### src/rtl/pvg_pkg.sv
// ============================================================================
// pvg_pkg: shared types and constants for the pose variance gate
// coordinate type, register defaults and the control bundle of the
// squared-difference accumulator
// ============================================================================
package pvg_pkg;

    localparam int COORD_W        = 32;
    localparam int LIMIT_W        = 32;
    localparam int FRAC_W         = 16;
    localparam int WINDOW_DEFAULT = 5;

    localparam logic [LIMIT_W-1:0] LIMIT_RESET = 32'd3277;

    typedef logic signed [COORD_W-1:0] coord_t;
    typedef logic [LIMIT_W-1:0]        limit_t;

    // control from the sequencer to the accumulator
    typedef struct packed {
        logic clear;
        logic issue;
    } sq_ctrl_t;

endpackage

### src/rtl/pvg_pose_if.sv
// ============================================================================
// pvg_pose_if: pose input channel
// valid/ready channel carrying one pose beat (x, y, heading)
// ============================================================================
interface pvg_pose_if;
    import pvg_pkg::*;

    logic   valid;
    logic   ready;
    coord_t x_pos;
    coord_t y_pos;
    coord_t heading;

    modport source (output valid, output x_pos, output y_pos, output heading, input ready);
    modport sink   (input valid, input x_pos, input y_pos, input heading, output ready);

endinterface

### src/rtl/pvg_result_if.sv
// ============================================================================
// pvg_result_if: gated pose output channel
// valid/ready channel carrying one filtered pose beat and the gated flag
// ============================================================================
interface pvg_result_if;
    import pvg_pkg::*;

    logic   valid;
    logic   ready;
    coord_t out_x;
    coord_t out_y;
    coord_t out_heading;
    logic   gated;

    modport source (output valid, output out_x, output out_y, output out_heading,
                    output gated, input ready);
    modport sink   (input valid, input out_x, input out_y, input out_heading,
                    input gated, output ready);

endinterface

### src/rtl/pvg_sq_acc.sv
// ============================================================================
// pvg_sq_acc: shared squared-difference accumulator
// forms |pivot - operand|, squares it on one 32x32 multiplier and adds the
// square into a wide accumulator; two pipeline stages ahead of the add
// ============================================================================
module pvg_sq_acc #(
    parameter int ACC_W = 71
) (
    input  logic                clk,
    input  logic                rst_n,
    input  pvg_pkg::sq_ctrl_t   ctrl,
    input  pvg_pkg::coord_t     pivot,
    input  pvg_pkg::coord_t     operand,
    output logic [ACC_W-1:0]    acc,
    output logic                busy
);
    import pvg_pkg::*;

    logic signed [COORD_W:0]  diff;
    logic [COORD_W-1:0]       mag;
    logic [2*COORD_W-1:0]     sq;

    logic [COORD_W-1:0]       mag_reg;
    logic [2*COORD_W-1:0]     prod_reg;
    logic [ACC_W-1:0]         acc_reg;
    logic                     v1_reg;
    logic                     v2_reg;

    assign diff = $signed({pivot[COORD_W-1], pivot}) - $signed({operand[COORD_W-1], operand});
    assign mag  = diff[COORD_W] ? COORD_W'(-diff) : COORD_W'(diff);
    assign sq   = {{COORD_W{1'b0}}, mag_reg} * {{COORD_W{1'b0}}, mag_reg};

    always_ff @(posedge clk or negedge rst_n)
    begin
        if (!rst_n)
        begin
            v1_reg  <= 1'b0;
            v2_reg  <= 1'b0;
            acc_reg <= '0;
        end
        else
        begin
            v1_reg <= ctrl.issue;
            v2_reg <= v1_reg;
            if (ctrl.clear)
            begin
                acc_reg <= '0;
            end
            else if (v2_reg)
            begin
                acc_reg <= acc_reg + ACC_W'(prod_reg);
            end
        end
    end

    always_ff @(posedge clk)
    begin
        mag_reg  <= mag;
        prod_reg <= sq;
    end

    assign acc  = acc_reg;
    assign busy = v1_reg | v2_reg;

endmodule

### src/rtl/pose_variance_gate_top.sv
// ============================================================================
// pose_variance_gate_top: sliding-window variance outlier gate for 2-D poses
// keeps the last WINDOW x/y samples and gates a pose to zero when the sample
// variance of x or y reaches variance_limit
// ----------------------------------------------------------------------------
//   channel     dir   beat contents
//   pose_in     in    x_pos, y_pos, heading (signed Q16.16)
//   result_out  out   out_x, out_y, out_heading, gated
//   cfg_wr_*    in    variance_limit (unsigned Q16.16)
//
// with n stored samples the time from accept to result is set by the pair loop
// that runs every pair of samples, x then y, through one shared square-and-add
// unit. a pose with x and y both zero skips the window and the pair loop, and
// one with n < 2 skips the pair loop.
// reset empties the window and loads the default limit; no input beat is
// taken while an item is in work, and a finished result waits in the output
// register while the next beat is accepted.
// ============================================================================
module pose_variance_gate_top #(
    parameter int WINDOW = pvg_pkg::WINDOW_DEFAULT
) (
    input  logic                clk,
    input  logic                rst_n,
    pvg_pose_if.sink            pose_in,
    pvg_result_if.source        result_out,
    input  logic                cfg_wr_en,
    input  pvg_pkg::limit_t     cfg_wr_data
);
    import pvg_pkg::*;

    localparam int IDX_W   = $clog2(WINDOW);
    localparam int CNT_W   = $clog2(WINDOW + 1);
    localparam int PAIRS   = WINDOW * (WINDOW - 1) / 2;
    localparam int ACC_W   = 2 * COORD_W + $clog2(PAIRS + 1);
    localparam int TPROD_W = LIMIT_W + 2 * CNT_W;
    localparam int THR_W   = TPROD_W + FRAC_W;

    typedef enum logic [2:0] {
        S_IDLE,
        S_THR,
        S_LOAD,
        S_PAIR,
        S_DRAIN,
        S_RESULT
    } state_t;

    state_t              state_reg;
    limit_t              limit_reg;
    coord_t              win_x_reg [WINDOW];
    coord_t              win_y_reg [WINDOW];
    logic [CNT_W-1:0]    fill_reg;
    logic [IDX_W-1:0]    slot_reg;
    logic [IDX_W-1:0]    i_reg;
    logic [IDX_W-1:0]    j_reg;
    logic                coord_sel_reg;
    coord_t              pivot_reg;
    logic [THR_W-1:0]    thr_reg;
    logic                gate_reg;
    logic                zero_in_reg;
    coord_t              x_hold_reg;
    coord_t              y_hold_reg;
    coord_t              h_hold_reg;
    logic                out_valid_reg;
    coord_t              out_x_reg;
    coord_t              out_y_reg;
    coord_t              out_h_reg;
    logic                out_gated_reg;

    logic                in_beat;
    logic                in_zero;
    logic [IDX_W-1:0]    rd_idx;
    coord_t              operand;
    logic [2*CNT_W-1:0]  nn1;
    logic [TPROD_W-1:0]  thr_prod;
    logic [IDX_W-1:0]    last_j;
    logic [IDX_W-1:0]    last_i;
    logic                over;
    logic                drop;
    sq_ctrl_t            sq_ctrl;
    logic [ACC_W-1:0]    acc;
    logic                acc_busy;

    assign in_beat = pose_in.valid & pose_in.ready;
    assign in_zero = (pose_in.x_pos == '0) && (pose_in.y_pos == '0);

    assign rd_idx  = (state_reg == S_LOAD) ? i_reg : j_reg;
    assign operand = coord_sel_reg ? win_y_reg[rd_idx] : win_x_reg[rd_idx];

    assign nn1      = {{CNT_W{1'b0}}, fill_reg} * {{CNT_W{1'b0}}, fill_reg - 1'b1};
    assign thr_prod = TPROD_W'(limit_reg) * TPROD_W'(nn1);

    assign last_j = IDX_W'(fill_reg - 1'b1);
    assign last_i = IDX_W'(fill_reg - 2'd2);
    assign over   = acc >= ACC_W'(thr_reg);
    assign drop   = gate_reg | zero_in_reg;

    assign sq_ctrl.issue = (state_reg == S_PAIR);
    assign sq_ctrl.clear = (state_reg == S_THR) ||
                           ((state_reg == S_DRAIN) && !acc_busy && !coord_sel_reg);

    pvg_sq_acc #(
        .ACC_W (ACC_W)
    ) u_sq_acc (
        .clk     (clk),
        .rst_n   (rst_n),
        .ctrl    (sq_ctrl),
        .pivot   (pivot_reg),
        .operand (operand),
        .acc     (acc),
        .busy    (acc_busy)
    );

    // sample window, written only with nonzero poses
    always_ff @(posedge clk)
    begin
        if (in_beat && !in_zero)
        begin
            win_x_reg[slot_reg] <= pose_in.x_pos;
            win_y_reg[slot_reg] <= pose_in.y_pos;
        end
    end

    always_ff @(posedge clk or negedge rst_n)
    begin
        if (!rst_n)
        begin
            state_reg     <= S_IDLE;
            limit_reg     <= LIMIT_RESET;
            fill_reg      <= '0;
            slot_reg      <= '0;
            i_reg         <= '0;
            j_reg         <= '0;
            coord_sel_reg <= 1'b0;
            gate_reg      <= 1'b0;
            zero_in_reg   <= 1'b0;
            out_valid_reg <= 1'b0;
        end
        else
        begin
            if (cfg_wr_en)
            begin
                limit_reg <= cfg_wr_data;
            end

            if (out_valid_reg && result_out.ready && (state_reg != S_RESULT))
            begin
                out_valid_reg <= 1'b0;
            end

            unique case (state_reg)
                S_IDLE:
                begin
                    if (in_beat)
                    begin
                        x_hold_reg    <= pose_in.x_pos;
                        y_hold_reg    <= pose_in.y_pos;
                        h_hold_reg    <= pose_in.heading;
                        zero_in_reg   <= in_zero;
                        gate_reg      <= 1'b0;
                        coord_sel_reg <= 1'b0;
                        if (in_zero)
                        begin
                            state_reg <= S_RESULT;
                        end
                        else
                        begin
                            slot_reg  <= (slot_reg == IDX_W'(WINDOW - 1)) ? '0 : slot_reg + 1'b1;
                            if (fill_reg != CNT_W'(WINDOW))
                            begin
                                fill_reg <= fill_reg + 1'b1;
                            end
                            state_reg <= S_THR;
                        end
                    end
                end

                S_THR:
                begin
                    thr_reg <= {thr_prod, {FRAC_W{1'b0}}};
                    i_reg   <= '0;
                    j_reg   <= IDX_W'(1);
                    if (fill_reg < CNT_W'(2))
                    begin
                        gate_reg  <= (limit_reg == '0);
                        state_reg <= S_RESULT;
                    end
                    else
                    begin
                        state_reg <= S_LOAD;
                    end
                end

                S_LOAD:
                begin
                    pivot_reg <= operand;
                    state_reg <= S_PAIR;
                end

                S_PAIR:
                begin
                    if (j_reg == last_j)
                    begin
                        if (i_reg == last_i)
                        begin
                            state_reg <= S_DRAIN;
                        end
                        else
                        begin
                            i_reg     <= i_reg + 1'b1;
                            j_reg     <= i_reg + 2'd2;
                            state_reg <= S_LOAD;
                        end
                    end
                    else
                    begin
                        j_reg <= j_reg + 1'b1;
                    end
                end

                S_DRAIN:
                begin
                    if (!acc_busy)
                    begin
                        gate_reg <= gate_reg | over;
                        if (!coord_sel_reg)
                        begin
                            coord_sel_reg <= 1'b1;
                            i_reg         <= '0;
                            j_reg         <= IDX_W'(1);
                            state_reg     <= S_LOAD;
                        end
                        else
                        begin
                            state_reg <= S_RESULT;
                        end
                    end
                end

                S_RESULT:
                begin
                    if (!out_valid_reg || result_out.ready)
                    begin
                        out_valid_reg <= 1'b1;
                        out_x_reg     <= drop ? '0 : x_hold_reg;
                        out_y_reg     <= drop ? '0 : y_hold_reg;
                        out_h_reg     <= drop ? '0 : h_hold_reg;
                        out_gated_reg <= gate_reg;
                        state_reg     <= S_IDLE;
                    end
                end

                default:
                begin
                    state_reg <= S_IDLE;
                end
            endcase
        end
    end

    assign pose_in.ready          = (state_reg == S_IDLE);
    assign result_out.valid       = out_valid_reg;
    assign result_out.out_x       = out_x_reg;
    assign result_out.out_y       = out_y_reg;
    assign result_out.out_heading = out_h_reg;
    assign result_out.gated       = out_gated_reg;

endmodule

### src/flat_wrapper.sv
// flat-port wrapper written by rule: the top's interface ports become plain ports
module pose_variance_gate_top_flat import pvg_pkg::*;
#(
    parameter int WINDOW = pvg_pkg::WINDOW_DEFAULT
)
  (clk, rst_n, cfg_wr_en, cfg_wr_data, pose_in_valid, pose_in_x_pos, pose_in_y_pos, pose_in_heading, pose_in_ready, result_out_valid, result_out_out_x, result_out_out_y, result_out_out_heading, result_out_gated, result_out_ready);
  pvg_pose_if pose_in_i ();
  pvg_result_if result_out_i ();
  input  logic clk;
  input  logic rst_n;
  input  logic cfg_wr_en;
  input  pvg_pkg::limit_t cfg_wr_data;
  input wire logic [$bits(pose_in_i.valid)-1:0] pose_in_valid;
  input wire logic [$bits(pose_in_i.x_pos)-1:0] pose_in_x_pos;
  input wire logic [$bits(pose_in_i.y_pos)-1:0] pose_in_y_pos;
  input wire logic [$bits(pose_in_i.heading)-1:0] pose_in_heading;
  output wire logic [$bits(pose_in_i.ready)-1:0] pose_in_ready;
  output wire logic [$bits(result_out_i.valid)-1:0] result_out_valid;
  output wire logic [$bits(result_out_i.out_x)-1:0] result_out_out_x;
  output wire logic [$bits(result_out_i.out_y)-1:0] result_out_out_y;
  output wire logic [$bits(result_out_i.out_heading)-1:0] result_out_out_heading;
  output wire logic [$bits(result_out_i.gated)-1:0] result_out_gated;
  input wire logic [$bits(result_out_i.ready)-1:0] result_out_ready;
  assign pose_in_i.valid = pose_in_valid;
  assign pose_in_i.x_pos = pose_in_x_pos;
  assign pose_in_i.y_pos = pose_in_y_pos;
  assign pose_in_i.heading = pose_in_heading;
  assign pose_in_ready = pose_in_i.ready;
  assign result_out_valid = result_out_i.valid;
  assign result_out_out_x = result_out_i.out_x;
  assign result_out_out_y = result_out_i.out_y;
  assign result_out_out_heading = result_out_i.out_heading;
  assign result_out_gated = result_out_i.gated;
  assign result_out_i.ready = result_out_ready;
  pose_variance_gate_top #(.WINDOW(WINDOW)) u_core (.clk(clk), .rst_n(rst_n), .pose_in(pose_in_i), .result_out(result_out_i), .cfg_wr_en(cfg_wr_en), .cfg_wr_data(cfg_wr_data));
endmodule
### config.mk
export PLATFORM = sky130hd
export DESIGN_NAME = pose_variance_gate_top_flat
export DESIGN_NICKNAME = d
export VERILOG_FILES = /design/src/rtl/pvg_pkg.sv /design/src/rtl/pvg_pose_if.sv /design/src/rtl/pvg_result_if.sv /design/src/rtl/pvg_sq_acc.sv /design/src/rtl/pose_variance_gate_top.sv /design/src/flat_wrapper.sv
export SDC_FILE = /design/constraint.sdc
export NUM_CORES = 2
export LEC_CHECK = 0
export ABC_AREA = 1
export BUFFER_PORTS_ARGS = -buffer_cell sky130_fd_sc_hd__buf_2
export CORE_MARGIN = 2
export CORE_UTILIZATION = 60
export DETAILED_ROUTE_END_ITERATION = 10
export MAX_ROUTING_LAYER = met4
export PLACE_DENSITY_LB_ADDON = 0.1
export SLEW_MARGIN = 25
export SYNTH_ARGS = -nofsm -noshare
export SYNTH_HDL_FRONTEND = slang
export SYNTH_SLANG_ARGS = --single-unit
export TNS_END_PERCENT = 30
### constraint.sdc
create_clock -name clk -period 9.94 [get_ports clk]
set_clock_uncertainty 0.05 [all_clocks]
set_input_delay 0.994 -clock clk [delete_from_list [all_inputs] [get_ports clk]]
set_output_delay 0.994 -clock clk [all_outputs]
set_load 0.03 [all_outputs]
==> impl.org <==
** Critical path
- STA puts the critical path data arrival time at ~8.6 ns.
- The slowest stage of the critical path belongs to the cell dfxtp_1.
- Startpoint of the lowest-slack register-to-register path :: u_core.u_sq_acc.mag_reg[14]
- The critical path is of the reg -> reg type.
- Delay of the slowest cell on the worst path :: between 1 and 1.5 ns
- Cell type group with the largest total delay on the critical path :: adder cells
- Max Fanout on Critical Path :: 15
- At the worst endpoint, the required time is 10.43 ns.
- Tracing the worst setup path back leads to its startpoint at u_core.u_sq_acc.mag_reg[14].
- The cell that appears most often on the critical path is fa_1.
- Together, buffers and inverters on the worst path number 8.
- Type of element launching the critical path :: flip-flop
- Endpoint type of the worst setup path :: flip-flop

** Clocking
- Clock latency on the worst-skew pair, taken at its later pin, is about 0.69 ns.
- Counting the buffers created by CTS gives 87.
- The tree built by TritonCTS fans out to between 700 and 800 sinks.
- Count of hold-fix buffers inserted at cts :: 0
- The tree is rooted in a clkbuf_16.
- TritonCTS built the clock tree.
- The clock tree synthesis step divided the H-tree into 3 levels.
- Register clock-pin slew on the reported worst setup and hold paths :: 0.06 ns
- In this run the deepest clock path goes through 3 buffers.
- In this run, post-CTS repair resized a total of 0 instances.
- Buffer count from post-CTS setup fixing :: 0

** Cells and area
- The finished layout holds roughly 10000 standard cells, fillers aside.
- Compared with the post-synthesis result, the final layout area differs by 8.15%.
- Share of final-layout standard cells stronger than drive strength 1 :: 6.32%
- Layout Nets :: about 9900

** Synth
- Leading cell type by number of instances after synthesis :: inv_1
- The number of nets in the synthesized netlist is 9695.
- Yosys attributes the largest share of cell area to fa_1 (24%), edfxtp_1 (24%), inv_1 (10%).
- Synthesis instantiated 63 different standard cells from the library.
- Fraction of synthesis flops using an asynchronous set or reset pin :: ~15%
- Counting flops and latches in the post-synthesis netlist gives around 800.
- Total number of yosys warnings :: 0
- Synthesis produced a netlist whose cell count is 8154.
- Primary flip-flop cell chosen by synthesis mapping :: edfxtp_1
- In the synthesized netlist, the cells that appear most often are inv_1 (2002), nand2_1 (1568), fa_1 (890).
- Dividing the synthesized area by the synthesized cell count gives 8.93 sq um.
- The mapped netlist covers roughly 0.073 sq mm.
- fa_1 takes more of the synthesized area than any other cell.
- The synthesized design contains about 580 enable-type register cells.
- Part of the Yosys area used for sequential elements :: approximately 31%
- The synthesized design devotes to its leading area cell type 24.5% of total area.

** Place
- After detailed placement, the design holds a cell count of roughly 9900.
- Once detailed placement completed, the half-perimeter wirelength came to roughly 160000 microns.
- Buffers placed on the I/O ports in this run total 231.
- Pre-CTS WS :: 2.00 ns
- RePlAce Congestion :: just under 1

** Floorplan
- # IOs :: 232
- The die is 352 microns tall.
- Die Outline Area :: around 0.12 sq mm
- Horizontal die dimension :: between 300 and 400 microns
- Total core area :: approximately 0.12 sq mm
- Once the floorplan was initialized, standard cells occupied 60.6% of the core.
- The initialized floorplan defines 127 standard-cell rows.

** Global route
- After global routing the overflow that remains totals 0.
- Global routing consumed, over all layers together, between 30% and 40% of the routing resources.
- Largest net degree at the start of global routing :: 80
- The number of global-route vias before repair was 57035.
- The initial antenna violation count came to 4.
- The first global-routing pass estimated 318000 microns of wire.

** Timing
- Setup repair after global routing missed its margin :: false
- Subtracting the final worst setup slack from the clock period gives about 8 ns.
- Summed over all failing endpoints, the final setup total negative slack is 0 ns.
- Once routing completed, OpenROAD measured the worst setup slack at 1.83 ns.
- Setup violations remaining at the end of the flow were counted as 0.
- Achievable Freq :: 0.123 GHz
- For the pin with the worst max-slew slack, the measured transition is around 1.1 ns.
- Total count of hold-check failures in the final report :: 0
- After layout, the worst path uses between 80% and 90% of the clock period.
- Worst slew margin relative to its limit :: roughly a quarter
- Number of max-slew violations in the final report :: 0

** Drt
- In this run, the number of DRC markers left after iteration 0 of detailed routing was a little over 4000.
- Once detail routing completed, the nets flagged for antenna violations numbered 0.
- Routed wire length :: 200000 microns
- For this run, design rule violations remaining after detail routing come to 0.
- The first detailed-routing pass took 6 iterations.
- Dividing the detail-routed wire length by the instance count gives roughly 20 microns.
- Vias :: 54784
- After detailed routing, the number of vias per cell comes to between 5 and 6.

** Run
- # Max-Cap Violations :: 0

** Hold path
- The min-delay analysis places its worst path in the category in -> async.

** Run status
- The run finished with clean final reports.
[through the flow]
| step | area, sq um | utilization [%] | hold WS [ns] |
|---|---|---|---|
| final | 78800 | 65.6 | 0.151 |
| after global routing | 78800 | 65.6 | 0.152 |
| after CTS | 78800 | 65.6 | 0.118 |
| after detailed placement | 75800 | 63.1 | 0.328 |
| after global placement | 75800 | 63.1 | 0.312 |
| after floorplan | 72800 | - | 0.304 |
[worst reg2reg max path, stage by stage (launching register included)]
cell,delay (ns)
dfxtp_1,1.07
buf_4,0.39
nand2_1,0.14
fa_1,0.47
inv_1,0.12
fa_1,0.41
inv_1,0.09
fa_1,0.44
fa_1,0.52
inv_1,0.05
fa_1,0.43
fa_1,0.43
fa_1,0.52
inv_1,0.05
fa_1,0.57
inv_1,0.07
ha_1,0.45
nand2_1,0.12
nor2_1,0.15
inv_1,0.06
nor2_1,0.13
inv_1,0.07
nor3_1,0.31
nand2_1,0.10
o211ai_1,0.44
xor2_1,0.34
[layer usage]
layer	vias to the layer above	track usage [%]	wire [microns]	part of all wire, %
met2	1823	56.5	98100	49
li1	25619	-	-	-
met4	0	11.0	6930	3.5
met3	394	4.20	13000	6.5
met1	26948	43.4	81800	41
met5	-	-	0	0
[worst paths after layout]
kind | end | slack [ns] | cells past startpoint
hold reg to reg | u_core.u_sq_acc.v2_reg | 0.35 | 0
min in group clk | u_core.u_sq_acc.v2_reg | 0.35 | 0
setup / recovery | u_core.u_sq_acc.prod_reg[49] | 1.83 | 25
max in group asynchronous | u_core.limit_reg[13] | 7.90 | 3
setup reg to reg | u_core.u_sq_acc.prod_reg[49] | 1.83 | 25
hold / removal | u_core.u_sq_acc.acc[26] | 0.15 | 1
[kinds of logic after synthesis]
family                     Yosys count  share of synthesized area [%]
xor gates and xnor gates           182                           2.22
and+or+nand+nor                   2517                           13.9
AOI/OAI and AO/OA                 1025                           8.13
buffers and inverters             2224                           11.6
DFF                                798                           30.8
adders and majority gates         1408                           33.4
[layout make-up]
class / instances / area [sq um]
clock buffer: 103 / 2280
timing repair buffer: 310 / 1780
antenna: 3 / 7.51
sequential: 798 / 22400
fill: 10014 / 41400
tap: 1612 / 2020
clock inverter: 58 / 634
inverter: 2012 / 7560
multi-input combinational: 5132 / 42100
[placed cells by master (no fill, tap or decap), types with 15 or more instances in the layout]
master        n
clkinv_1     15
xor2_1      121
ha_1        518
xnor2_1      58
o21bai_1     73
o21ai_1      22
nor3_1       42
clkbuf_16    88
dfrtp_1     114
o221ai_1     30
o22ai_1      43
clkinv_2     15
a31oi_1      40
fa_1        890
buf_4        77
nand4_1      39
edfxtp_1    582
inv_1      2001
o211ai_1     33
dfxtp_1      92
nand3_1     149
a21o_1       36
a21oi_1     304
o21ai_0     376
nor4_1       30
buf_2       230
nor2_1      613
nand2_1    1567
Power is left out: the tool's default activity adds up to more than one toggle a clock period on the data nets, which glitch-free logic cannot reach.
